$ cat src/hw/rtl/hamming_sec_check_store_macros.svh
// assertion macros for the hamming check store
// used by the top level, relies on i_clk and i_rst_n being in scope
`ifndef HAMMING_SEC_CHECK_STORE_MACROS_SVH
`define HAMMING_SEC_CHECK_STORE_MACROS_SVH

// same-cycle implication, off while reset is held
`define HSC_ASSERT_IMP(label, ante, cons, msg) \
    label: assert property (@(posedge i_clk) disable iff (!i_rst_n) (ante) |-> (cons)) \
        else $error(msg);

// next-cycle implication, off while reset is held
`define HSC_ASSERT_NXT(label, ante, cons, msg) \
    label: assert property (@(posedge i_clk) disable iff (!i_rst_n) (ante) |=> (cons)) \
        else $error(msg);

`endif

$ cat src/hw/rtl/hsc_ram.sv
// generic simple dual-port ram, one write and one registered read port
// no dependencies
module hsc_ram #(
    parameter int WIDTH = 8,
    parameter int DEPTH = 16,
    localparam int AW   = (DEPTH > 1) ? $clog2(DEPTH) : 1
) (
    input  logic             i_clk,
    input  logic             i_we,
    input  logic [AW-1:0]    i_waddr,
    input  logic [WIDTH-1:0] i_wdata,
    input  logic             i_re,
    input  logic [AW-1:0]    i_raddr,
    output logic [WIDTH-1:0] o_rdata
);

    logic [WIDTH-1:0] r_mem [DEPTH];
    logic [WIDTH-1:0] r_rdata;

    always_ff @(posedge i_clk) begin
        if (i_we) begin
            r_mem[i_waddr] <= i_wdata;
        end
        if (i_re) begin
            r_rdata <= r_mem[i_raddr];
        end
    end

    assign o_rdata = r_rdata;

endmodule

$ cat config.mk
export PLATFORM = sky130hd
export DESIGN_NAME = hsc_ram
export DESIGN_NICKNAME = d
export VERILOG_FILES = /design/src/hw/rtl/hamming_sec_check_store_macros.svh /design/src/hw/rtl/hsc_ram.sv
export SDC_FILE = /design/constraint.sdc
export NUM_CORES = 1
export LEC_CHECK = 0
export BUFFER_PORTS_ARGS = -buffer_cell sky130_fd_sc_hd__buf_2
export CORE_ASPECT_RATIO = 2
export CORE_MARGIN = 2
export CORE_UTILIZATION = 60
export CTS_CLUSTER_DIAMETER = 40
export DETAILED_ROUTE_END_ITERATION = 6
export HOLD_SLACK_MARGIN = 0.06
export PLACE_DENSITY_LB_ADDON = 0.2
export SLEW_MARGIN = 15
export SYNTH_ARGS = -nofsm -noshare
export SYNTH_HDL_FRONTEND = slang
export SYNTH_SLANG_ARGS = --single-unit
export TNS_END_PERCENT = 50
$ cat constraint.sdc
create_clock -name i_clk -period 2.15 [get_ports i_clk]
set_input_delay 0.215 -clock i_clk [delete_from_list [all_inputs] [get_ports i_clk]]
set_output_delay 0.215 -clock i_clk [all_outputs]
set_load 0.05 [all_outputs]
Yosys cells after proc, flatten, opt, wreduce, memory -nomap -nowiden
Memory sizes are Yosys's and may differ from the RTL's. A register that Yosys moved wholly into a read port is not among the register bits. Index checks and enable logic that the tools add are counted.

Register bits: 0. Output and inout port bits: 8. Word-level logic and storage cells: 3. Memories: 1. Input port bits: 19. Memory bits (writable): 128.

Memory list: r_mem (words 16, width 8, read ports 1, clocked after memory_dff 1, wr ports 1, RTL line hsc_ram.sv:17) `logic [WIDTH-1:0] r_mem [DEPTH];`.

Muxes and demuxes: 2.

Operators with widths (number): $mux W1 (2).

Logic depth before layout (Yosys ltp)
Gate-level depths: netlist of the first run.

Depth after elaboration: 2. Depth in mapped cells: 5. Gate-level depth less buffers: 3.

Least setup slack after synthesis of the first run
OpenSTA, ideal clock, no wires.

Kind: input port to flip-flop. Start point: input port i_waddr[2]. End point: memory r_mem[0][0], enable pin. Stages on the path: 2. Arrival time: 1.325 ns. Path buffers: 0. Data required time: 1.767 ns. Path slack: 0.442 ns. Cell sequence: or3b_2 > nor3_1.

RTL lines: start: declaration (RTL line hsc_ram.sv:10) `input logic [AW-1:0] i_waddr,`; end: declaration (RTL line hsc_ram.sv:17).

No word-level cell before the write port.

==> run_results.csv, run 1 <==
group,metric,value,unit
job,maxCapViolations,0,
timing,relSlewSlack,72.6,%
clock_network,cts_root_buf,"clkbuf_16",
synth,synth_area_leaders,"edfxtp_1 (78%), mux4_2 (7.8%), mux4_1 (7.0%), a22oi_1 (2.3%), nor2_1 (0.93%)",
setup_path,cp_data_required_time,2.31,ns
route,drt.antenna.violating_nets,0,
setup_path,crit_type,"flop to flop",
synth,synth_top_area_cell,"edfxtp_1",
synth,yosys-top-cells-count,"edfxtp_1 (136), mux4_2 (18), a22oi_1 (16)",
synth,synth_compound_area_share,2.30,%
synth,synth_simple_gate_area_share,3.14,%
synth,synthCells,229,
setup_path,r2r_end,"o_rdata[0]$_DFFE_PP_",
setup_path,reg2reg_depth,3,
hold_path,whs_endpoint,"o_rdata[4]$_DFFE_PP_",
clock_network,h-tree-depth,4,
route,dr.pass1.iters,4,
synth,async_flop_share,0,%
route,drc_errors,0,
global_routing,busiest_layer,"met2",
power_and_ir_drop,powerDensity,1010,nW/µm²
timing,tightest_slew,0.411,ns
route,via_per_inst,6.26,
setup_path,end_kind,"flop",
synth,synth-adder-area-share,0,%
place,place_hpwl,6580,µm
timing,fin_skew,0.00323,ns
final_layout,final_nets,305,
synth,ys_ff_latch,136,
synth,yosysTopAreaCellShare,78.1,%
global_routing,grt_pass1_vias,2678,
synth,synth.most_common_cell,"edfxtp_1",
power_and_ir_drop,power,6.24,mW
timing,slew_violations,0,
final_layout,fill_cells,511,
setup_path,start_kind,"flop",
hold_path,hold_start,"i_re",
global_routing,grtUsageMet2,43.9,%
global_routing,grt_use_met3,6.00,%
outcome,outcome,"finished, final reports clean",
clock_network,cts_buffers,17,
setup_path,critPathLaunch,"r_mem[2][0]$_DFFE_PP_",
synth,synthFlopType,"edfxtp_1",
final_layout,final_area,6180,µm²
synth,seq_area_frac_synth,78.1,%
place,place.gp.congestion,0.800,
place,portBuffers,26,
synth,synth_cell_type_count,18,
clock_network,cts.path.max_buffers,2,
clock_network,postCtsSetupRepairBufs,0,
route,wl_per_cell,25.2,µm
floorplan,die_h,136,µm
final_layout,diodes,0,
clock_network,clkTransAtPathRegs,0.06,ns
global_routing,grt_pass1_wl,15600,µm
hold_path,hp-class,"primary input to flop",
hold_path,hold_path_depth,1,
timing,hold_viol,0,
global_routing,antenna_found_initial,0,
synth,synthMuxAreaShare,14.8,%
floorplan,die_w,70,µm
timing,setup_viol,0,
floorplan,rows,48,
floorplan,initial_core_util,61.3,%
final_layout,area_delta_synth_final,18.2,%
synth,synth_nets,248,
clock_network,hold_buffers,0,
setup_path,regToRegStartpoint,"r_mem[2][0]$_DFFE_PP_",
setup_path,r2r_setup_slack,0.68,ns
synth,yosys_warnings,0,
global_routing,overflow,0,
final_layout,drive_above_1_share,32.2,%
route,drtIter0Drc,227,
timing,timing.fmax,683,MHz
global_routing,track_usage,23.8,%
synth,synth_top_family_by_area,"multiplexers",
timing,fin_crit,1.47,ns
synth,avgSynthCellArea,22.8,µm²
synth,synth_edf_count,136,
clock_network,cts_tree,"yes",
place,place_area,5570,µm²
synth,synth-xor-area-share,0,%
setup_path,path_max_fanout,1,
power_and_ir_drop,ir_worst_vdd,0.908,mV
synth,synth_area,5230,µm²
floorplan,pin_count,27,
timing,period_share,68.1,%
floorplan,core,8530,µm²
timing,rsz0062_at_grt,"no",
route,num_vias,2493,
route,wirelength,10000,µm
timing,fin_tns_setup,0,ns
clock_network,cts_num_sinks,136,
power_and_ir_drop,leakage,2.13,nW
global_routing,grt_max_degree,33,
floorplan,die-area,9520,µm²
clock_network,cts_resized,0,
global_routing,grtUsageMet1,25.8,%
clock_network,clk_latency,0.41,ns
setup_path,crit_arrival,1.62,ns
## layout make-up
| type | count | area (µm²) | share of cell area, % |
|---|---|---|---|
| tap | 100 | 125 | 2.02 |
| clock buffer | 18 | 429 | 6.94 |
| sequential | 136 | 4080 | 66.1 |
| multi-input combinational | 83 | 1060 | 17.1 |
| timing repair buffer | 48 | 308 | 4.98 |
| clock inverter | 13 | 178 | 2.87 |
## state kept, by name, indices dropped and copies added, names as in the netlist
name     cells
o_rdata      8
r_mem      128
## worst max-delay path, cell delays in order (launching register included)
cell	delay (ns)
edfxtp_1	0.37
mux4_1	0.51
a22oi_1	0.24
nand2_1	0.09
## metrics by stage
step                hold WS, ns  utilization, %  worst slack [ns]  instances
floorplan                 0.314               -             0.442        229
finish                    0.176            72.5             0.685        398
global placement          0.583            65.4             0.395        367
detailed placement        0.597            65.4             0.382        367
global route              0.164            72.5             0.637        398
CTS                       0.164            72.5             0.671        398
## metal layers
metal,part of all wire [%],up-vias,wire length (µm)
met5,0,-,0
met4,2.2,0,218
met3,3.5,23,350
met2,59,77,5950
met1,35,1300,3490
li1,-,1093,-
## worst max path at each step
stage	to	slack, ns	cells past startpoint
2_1_floorplan	r_mem[0][0]$_DFFE_PP_	0.44	2
4_1_cts	o_rdata[0]$_DFFE_PP_	0.67	3
5_1_grt	o_rdata[3]$_DFFE_PP_	0.64	3
3_5_place_dp	o_rdata[4]$_DFFE_PP_	0.38	5
3_3_place_gp	o_rdata[4]$_DFFE_PP_	0.39	5
6_report	o_rdata[0]$_DFFE_PP_	0.68	3
## logic make-up (layout without fill, tap and decap cells)
kind of cell / Yosys count / after routing
flip-flops: 136 / 136
AO/OA/AOI/OAI: 16 / 16
AND/OR/NAND/NOR: 35 / 35
buffers and inverters: 10 / 79
multiplexers: 32 / 32
## layout by cell type (no fill, tap or decap), drive strengths merged
cell type	instances
and2b	1
nand3b	2
a22oi	16
edfxtp	136
clkinvlp	1
inv	1
nand2b	2
nor2b	1
nand2	9
or3b	1
nor2	13
buf	48
nor3	4
bufinv	4
clkinv	7
mux4	32
and2	1
clkbuf	18
nand3	1
## where the power goes
group	internal [mW]	switching [mW]	total, mW
combinational	0.117	0.193	0.310
sequential	2.99	0.0162	3.01
clock	1.92	1.00	2.93
total	5.03	1.21	6.24
Note: power is estimated with default switching activity, not from simulation.
==> inputs of run 2 (changes only) <==
==> constraint.sdc (replaced) <==
create_clock -name i_clk -period 1.4 [get_ports i_clk]
set_input_delay 0.14 -clock i_clk [delete_from_list [all_inputs] [get_ports i_clk]]
set_output_delay 0.14 -clock i_clk [all_outputs]
set_load 0.05 [all_outputs]
==> run_results.csv, run 2 (synthesis gave the netlist of run 1 again) <==
group,metric,value,unit
timing,timing.fmax,693,MHz
power_and_ir_drop,leakage,2.11,nW
clock_network,hold_buffers,0,
route,num_vias,2523,
timing,fin_skew,0.00540,ns
floorplan,die_h,136,µm
timing,relSlewSlack,40.9,%
final_layout,final_area,6200,µm²
final_layout,final_common_cell,"edfxtp_1",
setup_path,crit_type,"flop to flop",
setup_path,start_kind,"flop",
timing,fin_tns_setup,-0.130,ns
final_layout,final_cell_mix,"edfxtp_1 (136), buf_4 (28), buf_2 (26)",
route,wirelength,10400,µm
route,drc_errors,0,
timing,hold_viol,0,
final_layout,regMostFlops,"r_mem",
floorplan,core,8530,µm²
timing,hold_slack,0.111,ns
setup_path,critPathLaunch,"r_mem[2][2]$_DFFE_PP_",
global_routing,grt_pass1_vias,2713,
setup_path,r2r_end,"o_rdata[2]$_DFFE_PP_",
timing,worst_slack,-0.0427,ns
clock_network,cts_num_sinks,136,
job,maxCapViolations,0,
setup_path,end_kind,"flop",
place,post-place-ws,-0.315,ns
route,via_per_inst,6.28,
floorplan,die-area,9520,µm²
global_routing,overflow,0,
clock_network,postCtsSetupRepairBufs,0,
clock_network,clk_latency,0.40,ns
place,portBuffers,26,
final_layout,final_nets,314,
place,dp_cells,376,
setup_path,crit_arrival,1.60,ns
hold_path,hp-class,"primary input to flop",
setup_path,reg2reg_depth,3,
timing,period_share,103,%
route,dr.pass1.iters,4,
global_routing,track_usage,24.3,%
final_layout,area_delta_synth_final,18.6,%
timing,fin_crit,1.44,ns
clock_network,cts.path.max_buffers,2,
floorplan,rows,48,
outcome,violations,"setup timing",
setup_path,path_max_fanout,1,
route,drt.antenna.violating_nets,0,
power_and_ir_drop,powerDensity,1460,nW/µm²
setup_path,r2r_setup_slack,-0.04,ns
final_layout,drive_above_1_share,37.7,%
final_layout,diodes,0,
clock_network,h-tree-depth,4,
final_layout,fin_util,72.7,%
power_and_ir_drop,ir_worst_vdd,1.56,mV
final_layout,stdcell_count,402,
timing,tightest_slew,0.883,ns
clock_network,cts_buffers,17,
global_routing,antenna_found_initial,0,
global_routing,grt_max_degree,17,
timing,rsz0062_at_grt,"yes",
route,wl_per_cell,25.9,µm
floorplan,pin_count,27,
place,place.gp.congestion,0.794,
setup_path,cp_data_required_time,1.55,ns
clock_network,cts_root_buf,"clkbuf_16",
route,drtIter0Drc,308,
clock_network,clkTransAtPathRegs,0.05,ns
timing,slew_violations,0,
global_routing,grt_pass1_wl,15700,µm
place,place_hpwl,7120,µm
setup_path,crit_end,"o_rdata[2]$_DFFE_PP_",
setup_path,regToRegStartpoint,"r_mem[2][2]$_DFFE_PP_",
floorplan,die_w,70,µm
power_and_ir_drop,power,9.06,mW
timing,setup_viol,4,
clock_network,cts_tree,"yes",
final_layout,largest_register_ffs,128,
floorplan,initial_core_util,61.3,%
outcome,outcome,"complete, but fails checks",
place,place_area,5670,µm²
-- run 2: cell count changes in the layout (fill, tap and decap cells not counted), sizes merged --
cell / change
buf: +9
inv: -1
bufinv: -2
clkinvlp: -1
clkinv: -1
-- run 2: per-layer routing --
layer	up-vias	share of wire [%]	track usage, %
met2	103	60	45.2
met4	0	2.8	10.6
met1	1299	33	25.8
met5	-	0	0
met3	21	5.0	5.78
li1	1100	-	-
-- run 2: repair_timing --
action / CTS / global route
gates resized for setup: 11 / 4
pin swaps: 7 / 4
endpoints found under the setup margin: 6 / 8
-- run 2: where the power goes --
| group | switching, mW | leakage (nW) | internal [mW] | total, mW |
|---|---|---|---|---|
| clock network | 1.39 | 0.255 | 2.52 | 3.91 |
| logic | 0.314 | 0.623 | 0.208 | 0.522 |
| registers | 0.0304 | 1.24 | 4.60 | 4.63 |
-- run 2: worst min path at each step --
stage | from | slack (ns) | to | cells past startpoint
CTS | i_wdata[2] | 0.1 | r_mem[0][2]$_DFFE_PP_ | 1
global placement | i_wdata[4] | 0.52 | r_mem[7][4]$_DFFE_PP_ | 1
global route | i_re | 0.11 | o_rdata[4]$_DFFE_PP_ | 1
detailed placement | i_re | 0.53 | o_rdata[4]$_DFFE_PP_ | 1
floorplan | i_wdata[0] | 0.24 | r_mem[0][0]$_DFFE_PP_ | 0
finish | i_wdata[2] | 0.11 | r_mem[0][2]$_DFFE_PP_ | 1
-- run 2: layout make-up --
class	instances	area, µm²
clock inverter	8	86.3
sequential	136	4080
timing repair buffer	57	400
clock buffer	18	429
tap	100	125
fill	519	2330
multi-input combinational	83	1080
-- run 2: critical path, stage by stage (launching register included) --
cell and delay [ns]:
edfxtp_1 0.41, mux4_2 0.52, a22oi_2 0.19, nand2_1 0.07
==> inputs of run 3 (changes only) <==
--- a/config.mk
+++ b/config.mk
@@ -17,4 +17,3 @@
 export SYNTH_ARGS = -nofsm -noshare
 export SYNTH_HDL_FRONTEND = slang
 export SYNTH_SLANG_ARGS = --single-unit
-export TNS_END_PERCENT = 50
==> run_results.csv, run 3 (synthesis gave the netlist of run 1 again) <==
group,metric,value,unit
outcome,outcome,"complete, but fails checks",
outcome,violations,"setup timing",
floorplan,rows,48,
route,drc_errors,0,
place,place_hpwl,6610,µm
global_routing,overflow,0,
timing,rsz0062_at_grt,"yes",
setup_path,cp_data_required_time,1.56,ns
setup_path,reg2reg_depth,3,
power_and_ir_drop,power,9.20,mW
setup_path,path_max_fanout,1,
timing,period_share,100,%
final_layout,final_nets,314,
clock_network,h-tree-depth,4,
setup_path,regToRegStartpoint,"r_mem[3][5]$_DFFE_PP_",
setup_path,crit_arrival,1.56,ns
clock_network,cts_tree,"yes",
hold_path,hold_path_depth,1,
final_layout,final_area,6210,µm²
timing,tightest_slew,0.828,ns
final_layout,area_delta_synth_final,18.9,%
clock_network,cts_buffers,17,
timing,worst_slack,-0.00340,ns
setup_path,cp_slowest_stage_delay,0.49,ns
floorplan,core,8530,µm²
timing,hold_viol,0,
final_layout,final_cell_mix,"edfxtp_1 (136), buf_4 (28), mux4_2 (27)",
route,drt.antenna.violating_nets,0,
floorplan,die_w,70,µm
route,wirelength,9770,µm
place,place.gp.congestion,0.782,
clock_network,hold_buffers,0,
timing,fin_skew,0.0126,ns
floorplan,die-area,9520,µm²
final_layout,final_common_cell,"edfxtp_1",
timing,slew_violations,0,
route,wl_per_cell,24.0,µm
global_routing,grt_pass1_vias,2727,
clock_network,cts.path.max_buffers,2,
job,maxCapViolations,0,
final_layout,diodes,0,
setup_path,end_kind,"flop",
route,dr.pass1.iters,4,
floorplan,pin_count,27,
setup_path,slowest_stage,"mux4_2",
power_and_ir_drop,leakage,2.12,nW
setup_path,r2r_setup_slack,-0.003,ns
timing,fin_tns_setup,-0.00340,ns
hold_path,whs_endpoint,"o_rdata[1]$_DFFE_PP_",
setup_path,start_kind,"flop",
clock_network,clkTransAtPathRegs,0.06,ns
final_layout,fill_cells,500,
final_layout,largest_register_ffs,128,
clock_network,cts_root_buf,"clkbuf_16",
setup_path,r2r_end,"o_rdata[5]$_DFFE_PP_",
route,drtIter0Drc,161,
final_layout,drive_above_1_share,38.8,%
clock_network,postCtsSetupRepairBufs,0,
clock_network,cts_num_sinks,136,
setup_path,crit_type,"flop to flop",
final_layout,regMostFlops,"r_mem",
route,num_vias,2475,
timing,fin_crit,1.40,ns
floorplan,die_h,136,µm
setup_path,cp_cell_sequence,"mux4_2, a22oi_2, nand2_1",
route,via_per_inst,6.08,
hold_path,hold_start,"i_re",
timing,hold_slack,0.0868,ns
clock_network,clk_latency,0.42,ns
timing,timing.fmax,713,MHz
power_and_ir_drop,powerDensity,1480,nW/µm²
global_routing,grt_pass1_wl,15400,µm
timing,setup_viol,1,
final_layout,fin_util,72.9,%
global_routing,antenna_found_initial,0,
hold_path,hp-class,"primary input to flop",
setup_path,cp_top_family,"multiplexers",
global_routing,track_usage,23.4,%
timing,relSlewSlack,44.7,%
place,portBuffers,26,
global_routing,grt_max_degree,19,
floorplan,initial_core_util,61.3,%
place,place_area,5670,µm²
setup_path,cp.buffers_inverters,0,
power_and_ir_drop,ir_worst_vdd,1.17,mV
[run 3: how the worst max path moves through the flow]
stage                          startpoint                   end  slack [ns]  cells past startpoint
finish              r_mem[3][5]$_DFFE_PP_  o_rdata[5]$_DFFE_PP_      -0.003                      3
global route        r_mem[2][6]$_DFFE_PP_  o_rdata[6]$_DFFE_PP_       -0.07                      3
CTS                 r_mem[3][5]$_DFFE_PP_  o_rdata[5]$_DFFE_PP_      -0.001                      3
detailed placement             i_raddr[0]  o_rdata[5]$_DFFE_PP_       -0.27                      5
global placement               i_raddr[0]  o_rdata[5]$_DFFE_PP_       -0.30                      5
floorplan                      i_raddr[0]  o_rdata[1]$_DFFE_PP_       -0.02                      5
[run 3: repair_timing]
| item | CTS | global route |
|---|---|---|
| setup endpoints to repair | 5 | 8 |
| pin swaps | 4 | 3 |
| gates resized for setup | 10 | 5 |
[run 3: where the power goes]
part / internal (mW) / leakage, nW / switching [mW]
Combinational: 0.209 / 0.613 / 0.310
Clock: 2.58 / 0.266 / 1.49
Sequential: 4.59 / 1.24 / 0.0234
[run 3: area by class of cell]
type                            count  area, µm²  share of cell area [%]
Sequential cell                   136       4080                    65.7
Clock inverter                     10        105                    1.69
Timing Repair Buffer               57        400                    6.44
Tap cell                          100        125                    2.01
Multi-Input combinational cell     83       1060                    17.0
Clock buffer                       21        440                    7.09
[run 3: layer usage]
metal / routed length [µm] / track usage (%) / up-vias / share of wire, %
met4: 133 / 9.19 / 0 / 1.4
met5: 0 / 0 / - / 0
met3: 395 / 6.97 / 10 / 4.0
met1: 3400 / 25.1 / 1288 / 35
li1: - / - / 1103 / -
met2: 5830 / 42.8 / 74 / 60
[run 3: through the flow]
stage               setup WS (ns)  instances
floorplan                 -0.0160        229
global placement           -0.299        376
detailed placement         -0.268        376
CTS                      -0.00134        407
global route              -0.0706        407
finish                   -0.00340        407
[run 3: worst register-to-register path: stages, from the launching register on]
cell	delay, ns
edfxtp_1	0.37
mux4_2	0.49
a22oi_2	0.20
nand2_1	0.08
