### config.mk
export PLATFORM = sky130hd
export DESIGN_NAME = hsc_codec
export DESIGN_NICKNAME = d
export VERILOG_FILES = /design/src/hw/rtl/hamming_sec_check_store_macros.svh /design/src/hw/rtl/hsc_pkg.sv /design/src/hw/rtl/hsc_codec.sv
export SDC_FILE = /design/constraint.sdc
export NUM_CORES = 1
export LEC_CHECK = 0
export ABC_AREA = 1
export BUFFER_PORTS_ARGS = -buffer_cell sky130_fd_sc_hd__buf_2
export CORE_MARGIN = 2
export CORE_UTILIZATION = 39
export DETAILED_ROUTE_END_ITERATION = 12
export PLACE_DENSITY = 0.72
export SLEW_MARGIN = 20
export SYNTH_ARGS = -nofsm -noshare
export SYNTH_HDL_FRONTEND = slang
export SYNTH_SLANG_ARGS = --single-unit
### constraint.sdc
create_clock -name vclk -period 4.8
set_input_delay 0.96 -clock vclk [all_inputs]
set_output_delay 0.96 -clock vclk [all_outputs]
set_load 0.01 [all_outputs]
### src/hw/rtl/hamming_sec_check_store_macros.svh
// assertion macros for the hamming check store
// used by the top level, relies on i_clk and i_rst_n being in scope
`ifndef HAMMING_SEC_CHECK_STORE_MACROS_SVH
`define HAMMING_SEC_CHECK_STORE_MACROS_SVH

// same-cycle implication, off while reset is held
`define HSC_ASSERT_IMP(label, ante, cons, msg) \
    label: assert property (@(posedge i_clk) disable iff (!i_rst_n) (ante) |-> (cons)) \
        else $error(msg);

// next-cycle implication, off while reset is held
`define HSC_ASSERT_NXT(label, ante, cons, msg) \
    label: assert property (@(posedge i_clk) disable iff (!i_rst_n) (ante) |=> (cons)) \
        else $error(msg);

`endif

### src/hw/rtl/hsc_pkg.sv
// shared types, constants and code-position table for the hamming check store
// no dependencies
package hsc_pkg;

    localparam int SLOT_W          = 10;
    localparam int BC_W            = 4;
    localparam int DATA_W          = 64;
    localparam int SYN_W           = 7;
    localparam int MAX_BYTES       = 8;
    localparam int TABLE_DEPTH_DEF = 1024;

    localparam logic ACT_WRITE = 1'b0;
    localparam logic ACT_READ  = 1'b1;

    typedef struct packed {
        logic              valid;
        logic [BC_W-1:0]   size;
        logic [SYN_W-1:0]  check;
    } t_entry;

    localparam int ENTRY_W = $bits(t_entry);

    typedef struct packed {
        logic [SYN_W-1:0]  syndrome;
        logic              checked;
        logic              corrected;
        logic              uncorrectable;
    } t_flags;

    typedef enum logic {
        ST_CLEAR,
        ST_RUN
    } t_init_state;

    typedef logic [SYN_W-1:0] t_pos_tbl [DATA_W];

    // code position of each data bit: the non-power-of-two positions in order
    function automatic t_pos_tbl build_pos_tbl();
        t_pos_tbl tbl;
        int       p;
        p = 1;
        for (int k = 0; k < DATA_W; k++) begin
            while ((p & (p - 1)) == 0) begin
                p++;
            end
            tbl[k] = SYN_W'(p);
            p++;
        end
        return tbl;
    endfunction

    localparam t_pos_tbl DATA_POS = build_pos_tbl();

    // data bit k sits in byte k/8, msb first
    function automatic logic [5:0] data_bit_at(input int k);
        int b;
        b = ((k >> 3) << 3) + 7 - (k & 7);
        return b[5:0];
    endfunction

endpackage

### src/hw/rtl/hsc_codec.sv
// check word generation, syndrome and single-bit correction for one item
// depends on hsc_pkg
module hsc_codec
    import hsc_pkg::*;
(
    input  logic              i_action,
    input  logic [BC_W-1:0]   i_byte_count,
    input  logic [DATA_W-1:0] i_data,
    input  t_entry            i_entry,
    output logic [SYN_W-1:0]  o_check,
    output logic [DATA_W-1:0] o_data,
    output t_flags            o_flags
);

    logic [BC_W-1:0]   eff;
    logic [DATA_W-1:0] covered;
    logic [SYN_W-1:0]  check;
    logic [SYN_W-1:0]  syn;
    logic              chk;
    logic [DATA_W-1:0] flip;

    always_comb begin
        priority if (i_byte_count == '0) begin
            eff = BC_W'(1);
        end else if (i_byte_count > BC_W'(MAX_BYTES)) begin
            eff = BC_W'(MAX_BYTES);
        end else begin
            eff = i_byte_count;
        end
    end

    always_comb begin
        covered = '0;
        check   = '0;
        for (int k = 0; k < DATA_W; k++) begin
            covered[k] = (BC_W'(k >> 3) < eff);
            if (covered[k] && i_data[data_bit_at(k)]) begin
                check = check ^ DATA_POS[k];
            end
        end
    end

    assign chk = (i_action == ACT_READ) && i_entry.valid && (i_entry.size == i_byte_count);
    assign syn = chk ? (check ^ i_entry.check) : '0;

    // positions are distinct and nonzero, so at most one bit matches
    always_comb begin
        flip = '0;
        for (int k = 0; k < DATA_W; k++) begin
            if (covered[k] && (syn == DATA_POS[k])) begin
                flip[data_bit_at(k)] = 1'b1;
            end
        end
    end

    assign o_check               = check;
    assign o_data                = i_data ^ flip;
    assign o_flags.syndrome      = syn;
    assign o_flags.checked       = chk;
    assign o_flags.corrected     = |flip;
    assign o_flags.uncorrectable = (syn != '0) && !(|flip);

endmodule

After elaboration in Yosys (flattened, before gate mapping)

Cells that the tools add are included.

Register bits after elaboration: 0
Bits of input ports: 81

Magnitude comparators: 9
Equality and inequality tests: 65
Mux-type cells: 131
Bitwise logic cells: 65
Reduce and logical (&&, ||, !) cells: 135

Operators with widths:

| cell                                                                   | count |
|---|---|
| 7-bit by 6-bit equality test with 1-bit output (second input constant) | 31 |
| 6-bit two-way mux                                                      | 31 |
| 1-bit logical AND                                                      | 131 |
| 7-bit by 5-bit equality test with 1-bit output (second input constant) | 15 |
| 5-bit two-way mux                                                      | 15 |
| 3-bit NOT                                                              | 23 |
| 1-bit two-way mux                                                      | 64 |
| 4-bit NOT                                                              | 16 |
| 64-bit OR reduction                                                    | 1 |
| 64-bit bitwise XOR                                                     | 1 |
| 7-bit two-way mux                                                      | 8 |
| 7-bit by 4-bit equality test with 1-bit output (second input constant) | 7 |
| 7-bit equality test (second input constant)                            | 7 |
| 4-bit two-way mux                                                      | 9 |
| 2-bit NOT                                                              | 17 |
| 5-bit NOT                                                              | 6 |
| 7-bit by 3-bit equality test with 1-bit output (second input constant) | 3 |
| 3-bit by 4-bit < comparator with 1-bit output (first input constant)   | 4 |
| 3-bit two-way mux                                                      | 3 |
| 1-bit by 4-bit < comparator with 1-bit output (first input constant)   | 2 |
| 2-bit by 4-bit < comparator with 1-bit output (first input constant)   | 2 |
| 7-bit by 2-bit equality test with 1-bit output (second input constant) | 1 |
| 7-bit nonzero test                                                     | 1 |
| 7-bit bitwise XOR                                                      | 1 |
| other kinds (6)                                                        | 6 |

Logic depth before layout (Yosys ltp)

Gate-level depths: netlist of run 1.

Depth after elaboration: 140
Depth in mapped cells: 30

Least setup slack after synthesis of run 1

No wires, ideal clock.

Kind: in2out
From: input i_byte_count[2]
To: output o_flags[0] (netlist name)
Arrival: 3347 ps
Slack: 493 ps
Stages on the path: 28
Path through: nor2_2 > buf_6 > nand2_4 > nand2_1 > nand2_1 > nand2_1 > nand2_1 > nand2_1 > nand2_1 > nand2_1 > nand2_1 > nand2_1 > nand2_1 > nand2_1 > inv_2 > nand2_1 > nand2_1 > nand2_1 > nand3_2 > nand2_2 > nor2_1 > nand2_1 > nand2_1 > nor2_1 > nand2_1 > nor2_1 > nand2_1 > nor3_1

RTL lines:

| what        | RTL line        | RTL |
|---|---|---|
| from (decl) | hsc_codec.sv:7  | `input logic [BC_W-1:0] i_byte_count,` |
| to (decl)   | hsc_codec.sv:12 | `output t_flags o_flags` |

==> metrics.md, run 1 <==
| Metric | Value |
|---|---|
| Status | `finished with violations` |
| Failing checks | `negative setup slack` |
| DRT Pass-1 Iters | `6` |
| DRC | `0` |
| Storage cell area | `0 sq um` |
| Highest Clock Rate | `0.188 GHz` |
| Worst path slowest cell | `or2_1` |
| Die area | `14300 sq um` |
| Slew Limit Headroom | `0.713` |
| Fin. Hold Viols | `0` |
| I/O pin count | `162` |
| Max-slew violations | `0` |
| Crit path kind | `input port to primary output` |
| Peak VDD IR | `0.0843 mV` |
| Post-synthesis cell count | `1126` |
| Final instance area | `10200 sq um` |
| Final nets | `1615` |
| CP max stage delay | `0.27 ns` |
| CP Capture Type | `primary output` |
| Pwr/cell area | `138 nW/um^2` |
| Final WS setup | `-0.517 ns` |
| Tightest Pin Transition | `0.428 ns` |
| Die W | `120 microns` |
| Post-route ant nets | `0` |
| # clk buffers | `0` |
| Area grow syn2layout | `94.9%` |
| GRT Total Usage | `0.340` |
| Ys Warns | `0` |
| Gr ovfl total | `0` |
| GR Util met3 | `0.0219` |
| Mapped Area | `5210 sq um` |
| Hold Path Sink | `o_data[37]` |
| Final Util | `0.773` |
| Port bufs | `162` |
| Vias | `9247` |
| LEAKAGE | `5.96 nW` |
| Cell Rows | `42` |
| GPL Wtd Cong | `1.11` |
| HPWL Detailed | `21.2 mm` |
| Req. time, crit path | `3.84 ns` |
| Met1 GRT Util | `0.456` |
| Max-cap check violation count | `0` |
| RSZ-0062 raised after global routing | `yes` |
| Drt wl/cell | `17.5 microns` |
| Netlist cell types | `32` |
| Initial Util | `0.397` |
| Initial antenna violation count | `0` |
| Num sequential | `0` |
| Final cell count without fillers | `1708` |
| Area of the multi-input gates | `6120 sq um` |
| # placed instances | `1666` |
| Diode count | `0` |
| Most used routing layer in global routing | `met2` |
| Worst Min Path Start | `i_data[37]` |
| Die Ht | `120 microns` |
| Met2 GRT Util | `0.584` |
| Worst setup SP type | `input port` |
| Fin crit period | `5.32 ns` |
| Largest net degree at the start of global routing | `14` |
| Period utilization | `1.11` |
| Critical Path Most Common Cell | `nand2_1` |
| Hold WC Path Type | `input port to primary output` |
| Post-synthesis sequential area ratio | `0` |
| Worst-path fanout max | `7` |
| Syn avg cell area | `4.63 sq um` |
| Overall routed net length | `29.9 mm` |
| Fillers | `957` |
| Hold path cells | `3` |
| Vias per Instance | `5.41` |
| Syn Nets | `1207` |
| Vias in the first global route | `7688` |
| # setup viols final | `58` |
| Layout cell share with drive strength beyond 1 | `0.523` |
| Area after DPL | `7820 sq um` |
| Global-route wire length before repair | `38.5 mm` |
| Placeable core area | `13100 sq um` |
| Initial drt markers | `1131` |
| Critical path arrival | `4.36 ns` |
-- power breakdown --
part | total (mW) | internal [mW] | switching (mW)
combinational | 1.41 | 0.544 | 0.861
sequential | 0 | 0 | 0
clock | 0 | 0 | 0
total | 1.41 | 0.544 | 0.861
-- what timing repair did --
action | in CTS | in global routing
cloned | 2 | 4
resized for setup | 144 | 380
hold buffers | 0 | 0
endpoints found under the setup margin | 65 | 66
pin swaps | 59 | 143
hold endpoints to repair | 0 | 0
buffers inserted | 20 | 33
-- worst max path at each step --
stage                             to  slack, ns            start  cells after the start
after floorplan           o_flags[0]       0.49  i_byte_count[2]                     28
after global placement    o_flags[0]      -0.55  i_byte_count[0]                     32
after detailed placement  o_flags[0]      -0.54  i_byte_count[3]                     32
after CTS                 o_flags[1]      -0.23  i_byte_count[3]                     30
after global routing      o_flags[1]      -0.62  i_byte_count[1]                     31
final                     o_flags[1]      -0.52  i_byte_count[2]                     30
-- cells by family (layout without fill, tap and decap cells) --
logic type | after synthesis | after routing | share of synthesized area
buffers and inverters | 189 | 593 | 0.146
AOI/OAI and AO/OA | 36 | 36 | 0.0360
xor gates and xnor gates | 90 | 90 | 0.151
and+or+nand+nor | 811 | 813 | 0.666
-- layout make-up --
type                            instances  share of cell area
Timing Repair Buffer                  422               0.310
Tap cell                              176              0.0217
Inverter                              171              0.0654
Multi-Input combinational cell        939               0.603
-- metrics by stage --
step	TNS, ns	total power [mW]	worst slack, ns	hold WS [ns]
2_1_floorplan	0	0.552	0.493	2.00
3_3_place_gp	-9.34	0.936	-0.548	2.23
3_5_place_dp	-11.57	0.950	-0.544	2.23
4_1_cts	-1.91	1.06	-0.234	2.23
5_1_grt	-13.88	1.48	-0.623	2.26
6_report	-7.07	1.41	-0.517	2.24
-- cells in the mapped netlist (all sizes together) --
cell type / instances / area (sq um)
or2: 4 / 25.0
nand2: 537 / 2060
xor2: 61 / 534
nand4: 5 / 31.3
nand2b: 1 / 6.26
nand3b: 10 / 75.1
inv: 169 / 634
o21ai: 25 / 125
xnor2: 29 / 254
a21oi: 8 / 40.0
clkinv: 2 / 7.51
o211ai: 1 / 7.51
nand3: 162 / 868
nor3: 5 / 35.0
and2: 1 / 8.76
nor2: 85 / 352
o21bai: 2 / 15.0
buf: 14 / 106
nor4: 1 / 6.26
clkbuf: 4 / 15.0
-- per-layer routing --
metal  vias to the layer above  wire (microns)
li1                       4263               -
met1                      4209           11400
met2                       622           14200
met3                       153            2630
met4                         0            1770
met5                         -               0
-- worst max-delay path: cells and delay by family --
kind | cells | cell delay, ns
buffers and inverters | 8 | 0.93
AND/OR/NAND/NOR | 22 | 2.44
-- cells in the final DEF, fill, tap and decap left out, types with 2 or more instances in the layout --
cell / n
inv_4: 4
or2_1: 3
nand2_8: 6
nand2_2: 150
nand3_4: 17
a21oi_1: 6
o21ai_1: 8
xor2_2: 7
nand4_1: 5
nor2_4: 27
inv_2: 25
nand3_1: 104
clkbuf_16: 3
buf_8: 4
xor2_1: 52
nand2_1: 330
o21ai_2: 7
nor2_2: 18
inv_1: 139
a21oi_2: 2
nor3_1: 2
xnor2_2: 9
xor2_4: 2
nand3b_1: 10
buf_2: 154
nor2_1: 40
nand3_2: 41
o21ai_0: 9
xnor2_4: 2
buf_12: 3
buf_4: 197
nand2_4: 53
xnor2_1: 18
buf_6: 60
nor3_2: 2
Note: power is estimated with default switching activity, not from simulation.
==> inputs of run 2 (changes only) <==
- CORE_UTILIZATION: 39 -> 45
- PLACE_DENSITY: 0.72 -> 0.8
- clock period: 4.8 -> 5 ns (I/O delays scaled with it)
==> run 2 against run 1 <==
The run still ends with negative setup slack left. Worst setup slack improved by 0.21 ns. Via count increased by 1.4%. Die area decreased by 13%. First-iteration DRC count increased by 11%. Critical path depth decreased by 1. Flip-flop and latch count unchanged. Hold slack improved by 0.066 ns. Cell count decreased by 5.4%. Utilization increased by 0.77 points. Design area decreased by 13%. Critical path type unchanged. Largest cell class unchanged.
==> metrics.md, run 2 (synthesis gave the netlist of run 1 again) <==
| Metric | Value |
|---|---|
| Hold path cells | `3` |
| Post-route ant nets | `0` |
| DRT Pass-1 Iters | `7` |
| Levels on crit path | `29` |
| Final cell count without fillers | `1616` |
| Worst Hold Slack | `2.31 ns` |
| Final WS setup | `-0.305 ns` |
| Max-slew violations | `0` |
| Most frequent cells in the layout | `396 x nand2_1, 172 x buf_4, 158 x buf_2` |
| Crit path kind | `input port to primary output` |
| Worst setup SP type | `input port` |
| Gr ovfl total | `0` |
| GRT Total Usage | `0.357` |
| Vias per Instance | `5.80` |
| Total chip power | `1.22 mW` |
| Initial Util | `0.458` |
| Largest net degree at the start of global routing | `17` |
| Final TNS setup | `-4.59 ns` |
| Final Util | `0.781` |
| Drt wl/cell | `17.9 microns` |
| Fin crit period | `5.31 ns` |
| Storage cell area | `0 sq um` |
| Layout cell share with drive strength beyond 1 | `0.435` |
| Status | `finished with violations` |
| Placeable core area | `11400 sq um` |
| Num sequential | `0` |
| Worst Min Path Start | `i_data[37]` |
| LEAKAGE | `5.46 nW` |
| Critical path arrival | `4.31 ns` |
| Req. time, crit path | `4.00 ns` |
| Final nets | `1556` |
| Post-place setup slack | `-0.277 ns` |
| Most common cell after layout, fill and taps aside | `nand2_1` |
| RSZ-0062 raised after global routing | `yes` |
| Overall routed net length | `29.0 mm` |
| # setup viols final | `48` |
| Final instance area | `8880 sq um` |
| Max-cap check violation count | `0` |
| HPWL Detailed | `19.8 mm` |
| Critical Path Most Common Cell | `nand2_1` |
| Worst path slowest cell | `nor2_1` |
| Tightest Pin Transition | `0.450 ns` |
| Post-CTS Hold Fix Bufs | `0` |
| Die area | `12500 sq um` |
| CP bufs+invs | `5` |
| Die W | `112 microns` |
| # clk buffers | `0` |
| Area grow syn2layout | `70.4%` |
| CP max stage delay | `0.30 ns` |
| Hold WC Path Type | `input port to primary output` |
| I/O pin count | `162` |
| Initial drt markers | `1251` |
| Global-route wire length before repair | `35.8 mm` |
| Highest Clock Rate | `0.189 GHz` |
| Cell Rows | `39` |
| CP Capture Type | `primary output` |
| # placed instances | `1581` |
| DRC | `0` |
| Initial antenna violation count | `0` |
| Slew Limit Headroom | `0.700` |
| Worst-path fanout max | `11` |
| Port bufs | `162` |
| Failing checks | `negative setup slack` |
| GPL Wtd Cong | `1.09` |
| Diode count | `0` |
| Delay-heaviest family, CP | `simple AND/OR/NAND/NOR gates` |
| Peak VDD IR | `0.139 mV` |
| Die Ht | `112 microns` |
| Pwr/cell area | `138 nW/um^2` |
| Vias | `9374` |
| Worst Setup SP | `i_byte_count[1]` |
| Fin. Hold Viols | `0` |
| Vias in the first global route | `7350` |
| Area after DPL | `7360 sq um` |
| Period utilization | `1.06` |
==> run 2: cell count changes in the layout (fill, tap and decap cells not counted), sizes merged <==
cell      delta
clkbuf       -1
nand2        +1
buf         -59
clkinvlp     +1
inv          -1
==> run 2: layout make-up <==
type	count	area (sq um)
Tap cell	143	179
Multi-Input combinational cell	940	5530
Timing Repair Buffer	362	2500
Fill cell	848	2490
Inverter	171	663
==> run 2: path summary, 6_finish.rpt <==
| check | slack [ns] | to |
|---|---|---|
| worst max-delay path | -0.31 | o_flags[1] |
| worst min-delay path | 2.31 | o_data[37] |
==> run 2: layer usage <==
layer / wire length, microns / GRT usage / share of wire / vias up
li1: - / - / - / 4156
met1: 10100 / 0.459 / 0.35 / 4147
met2: 12800 / 0.596 / 0.44 / 825
met3: 3500 / 0.0446 / 0.12 / 246
met4: 2580 / 0.165 / 0.089 / 0
met5: 0 / 0 / 0 / -
==> run 2: what timing repair did <==
action / 4_1_cts / 5_1_grt
endpoints found under the setup margin: 44 / 66
setup buffers: 4 / 33
gates resized for setup: 64 / 279
cloned: 2 / 2
pin swaps: 9 / 119
==> run 2: power by group <==
group	internal (mW)	total (mW)	switching [mW]
logic	0.452	1.22	0.770
clock network	0	0	0
registers	0	0	0
total	0.452	1.22	0.770
==> run 2: tightest hold or removal path: stages <==
cell	delay, ns
buf_2	0.11
xnor2_1	0.07
buf_2	0.13
==> inputs of run 3 (changes only) <==
- REMOVE_ABC_BUFFERS: default -> 1
==> run 3 against run 2 <==
The run still ends with negative setup slack left. Flip-flop and latch count stayed put. Non-clock buffer count fell by 4. First-iteration DRC count shrank 20%. Worst setup slack gained 0.15 ns. Maximum frequency increased by 2.8%. Total power down 5.5%. Hold slack worse by 0.0062 ns. Sequential share of layout area unchanged. Wire length shrank 7.8%. Via count fell by 6.3%. Design area is 2.0% lower. Critical path type unchanged. Largest cell class unchanged.
==> metrics.md, run 3 (synthesis gave the netlist of run 1 again) <==
| Metric | Value |
|---|---|
| Most frequent cells in the layout | `420 x nand2_1, 177 x buf_4, 158 x buf_2` |
| Final TNS setup | `-0.738 ns` |
| Delay-heaviest family, CP | `simple AND/OR/NAND/NOR gates` |
| Global-route wire length before repair | `37.9 mm` |
| Failing checks | `negative setup slack` |
| Worst Hold Slack | `2.30 ns` |
| Overall routed net length | `26.7 mm` |
| Port bufs | `162` |
| # clk buffers | `0` |
| Fin crit period | `5.16 ns` |
| Final WS setup | `-0.159 ns` |
| Placeable core area | `11400 sq um` |
| Pwr/cell area | `133 nW/um^2` |
| Gr ovfl total | `0` |
| Levels on crit path | `30` |
| Final Util | `0.765` |
| Hold WC Path Type | `input port to primary output` |
| Period utilization | `1.03` |
| Post-CTS Hold Fix Bufs | `0` |
| # placed instances | `1579` |
| Initial drt markers | `999` |
| Status | `finished with violations` |
| GPL Wtd Cong | `1.06` |
| Final cell count without fillers | `1612` |
| Vias per Instance | `5.45` |
| Layout cell share with drive strength beyond 1 | `0.406` |
| LEAKAGE | `5.32 nW` |
| DRT Pass-1 Iters | `6` |
| Worst-path fanout max | `6` |
| Req. time, crit path | `4.00 ns` |
| Worst path slowest cell | `or2_1` |
| # setup viols final | `10` |
| Die W | `112 microns` |
| Crit path kind | `input port to primary output` |
| Highest Clock Rate | `0.194 GHz` |
| CP max stage delay | `0.23 ns` |
| GRT Total Usage | `0.374` |
| Storage cell area | `0 sq um` |
| Die Ht | `112 microns` |
| Most common cell after layout, fill and taps aside | `nand2_1` |
| Post-route ant nets | `0` |
| Fin. Hold Viols | `0` |
| Diode count | `0` |
| Area grow syn2layout | `67.0%` |
| Cell Rows | `39` |
| Drt wl/cell | `16.6 microns` |
| Max-cap check violation count | `0` |
| Vias in the first global route | `7650` |
| Fillers | `942` |
| CP bufs+invs | `6` |
| Area of the multi-input gates | `5380 sq um` |
| I/O pin count | `162` |
| Initial Util | `0.458` |
| RSZ-0062 raised after global routing | `yes` |
| Final nets | `1552` |
| Peak VDD IR | `0.166 mV` |
| Initial antenna violation count | `0` |
| Vias | `8784` |
| Total chip power | `1.15 mW` |
| Max-slew violations | `0` |
| Critical Path Most Common Cell | `nand2_1` |
| Tightest Pin Transition | `0.455 ns` |
| Num sequential | `0` |
| DRC | `0` |
| CP Capture Type | `primary output` |
| Slew Limit Headroom | `0.694` |
| Die area | `12500 sq um` |
| Critical path arrival | `4.16 ns` |
| Worst setup SP type | `input port` |
| HPWL Detailed | `19.9 mm` |
| Hold path cells | `3` |
| Largest net degree at the start of global routing | `17` |
[run 3: cell types whose count changed in the layout (fill, tap and decap cells not counted), moves of 5 or more]
cell | previous run | this run
nand2_2 | 106 | 89
nand2_4 | 37 | 27
nand2_1 | 396 | 420
nand3_1 | 118 | 129
buf_6 | 22 | 11
buf_4 | 172 | 177
inv_1 | 144 | 149
nand3_2 | 31 | 18
[run 3: stage by stage]
stage | setup WS (ns) | area [sq um]
2_1_floorplan | -0.452 | 5090
3_3_place_gp | -0.596 | 7360
3_5_place_dp | -0.567 | 7360
4_1_cts | -0.0132 | 7960
5_1_grt | -0.318 | 8700
6_report | -0.159 | 8700
[run 3: what timing repair did]
action	in CTS	in global routing
pin swaps	33	86
buffers inserted	15	16
cloned	3	3
endpoints found under the setup margin	56	66
gates resized for setup	124	148
[run 3: cell type report]
| type | instances | share of cell area |
|---|---|---|
| inverters | 171 | 0.0756 |
| multi-input cells | 940 | 0.618 |
| well taps | 143 | 0.0206 |
| repair buffers | 358 | 0.286 |
[run 3: where the power goes]
group | switching, mW | internal, mW | total (mW)
clock network | 0 | 0 | 0
registers | 0 | 0 | 0
logic | 0.710 | 0.445 | 1.15
[run 3: per-layer routing]
layer / wire, microns / track usage
met1: 9790 / 0.475
met3: 2940 / 0.0566
met5: 0 / 0
met4: 1800 / 0.160
met2: 12200 / 0.630
[run 3: worst paths after layout]
| check | startpoint | to | slack [ns] |
|---|---|---|---|
| worst min-delay path | i_data[3] | o_data[3] | 2.30 |
| worst max-delay path | i_byte_count[2] | o_flags[1] | -0.16 |
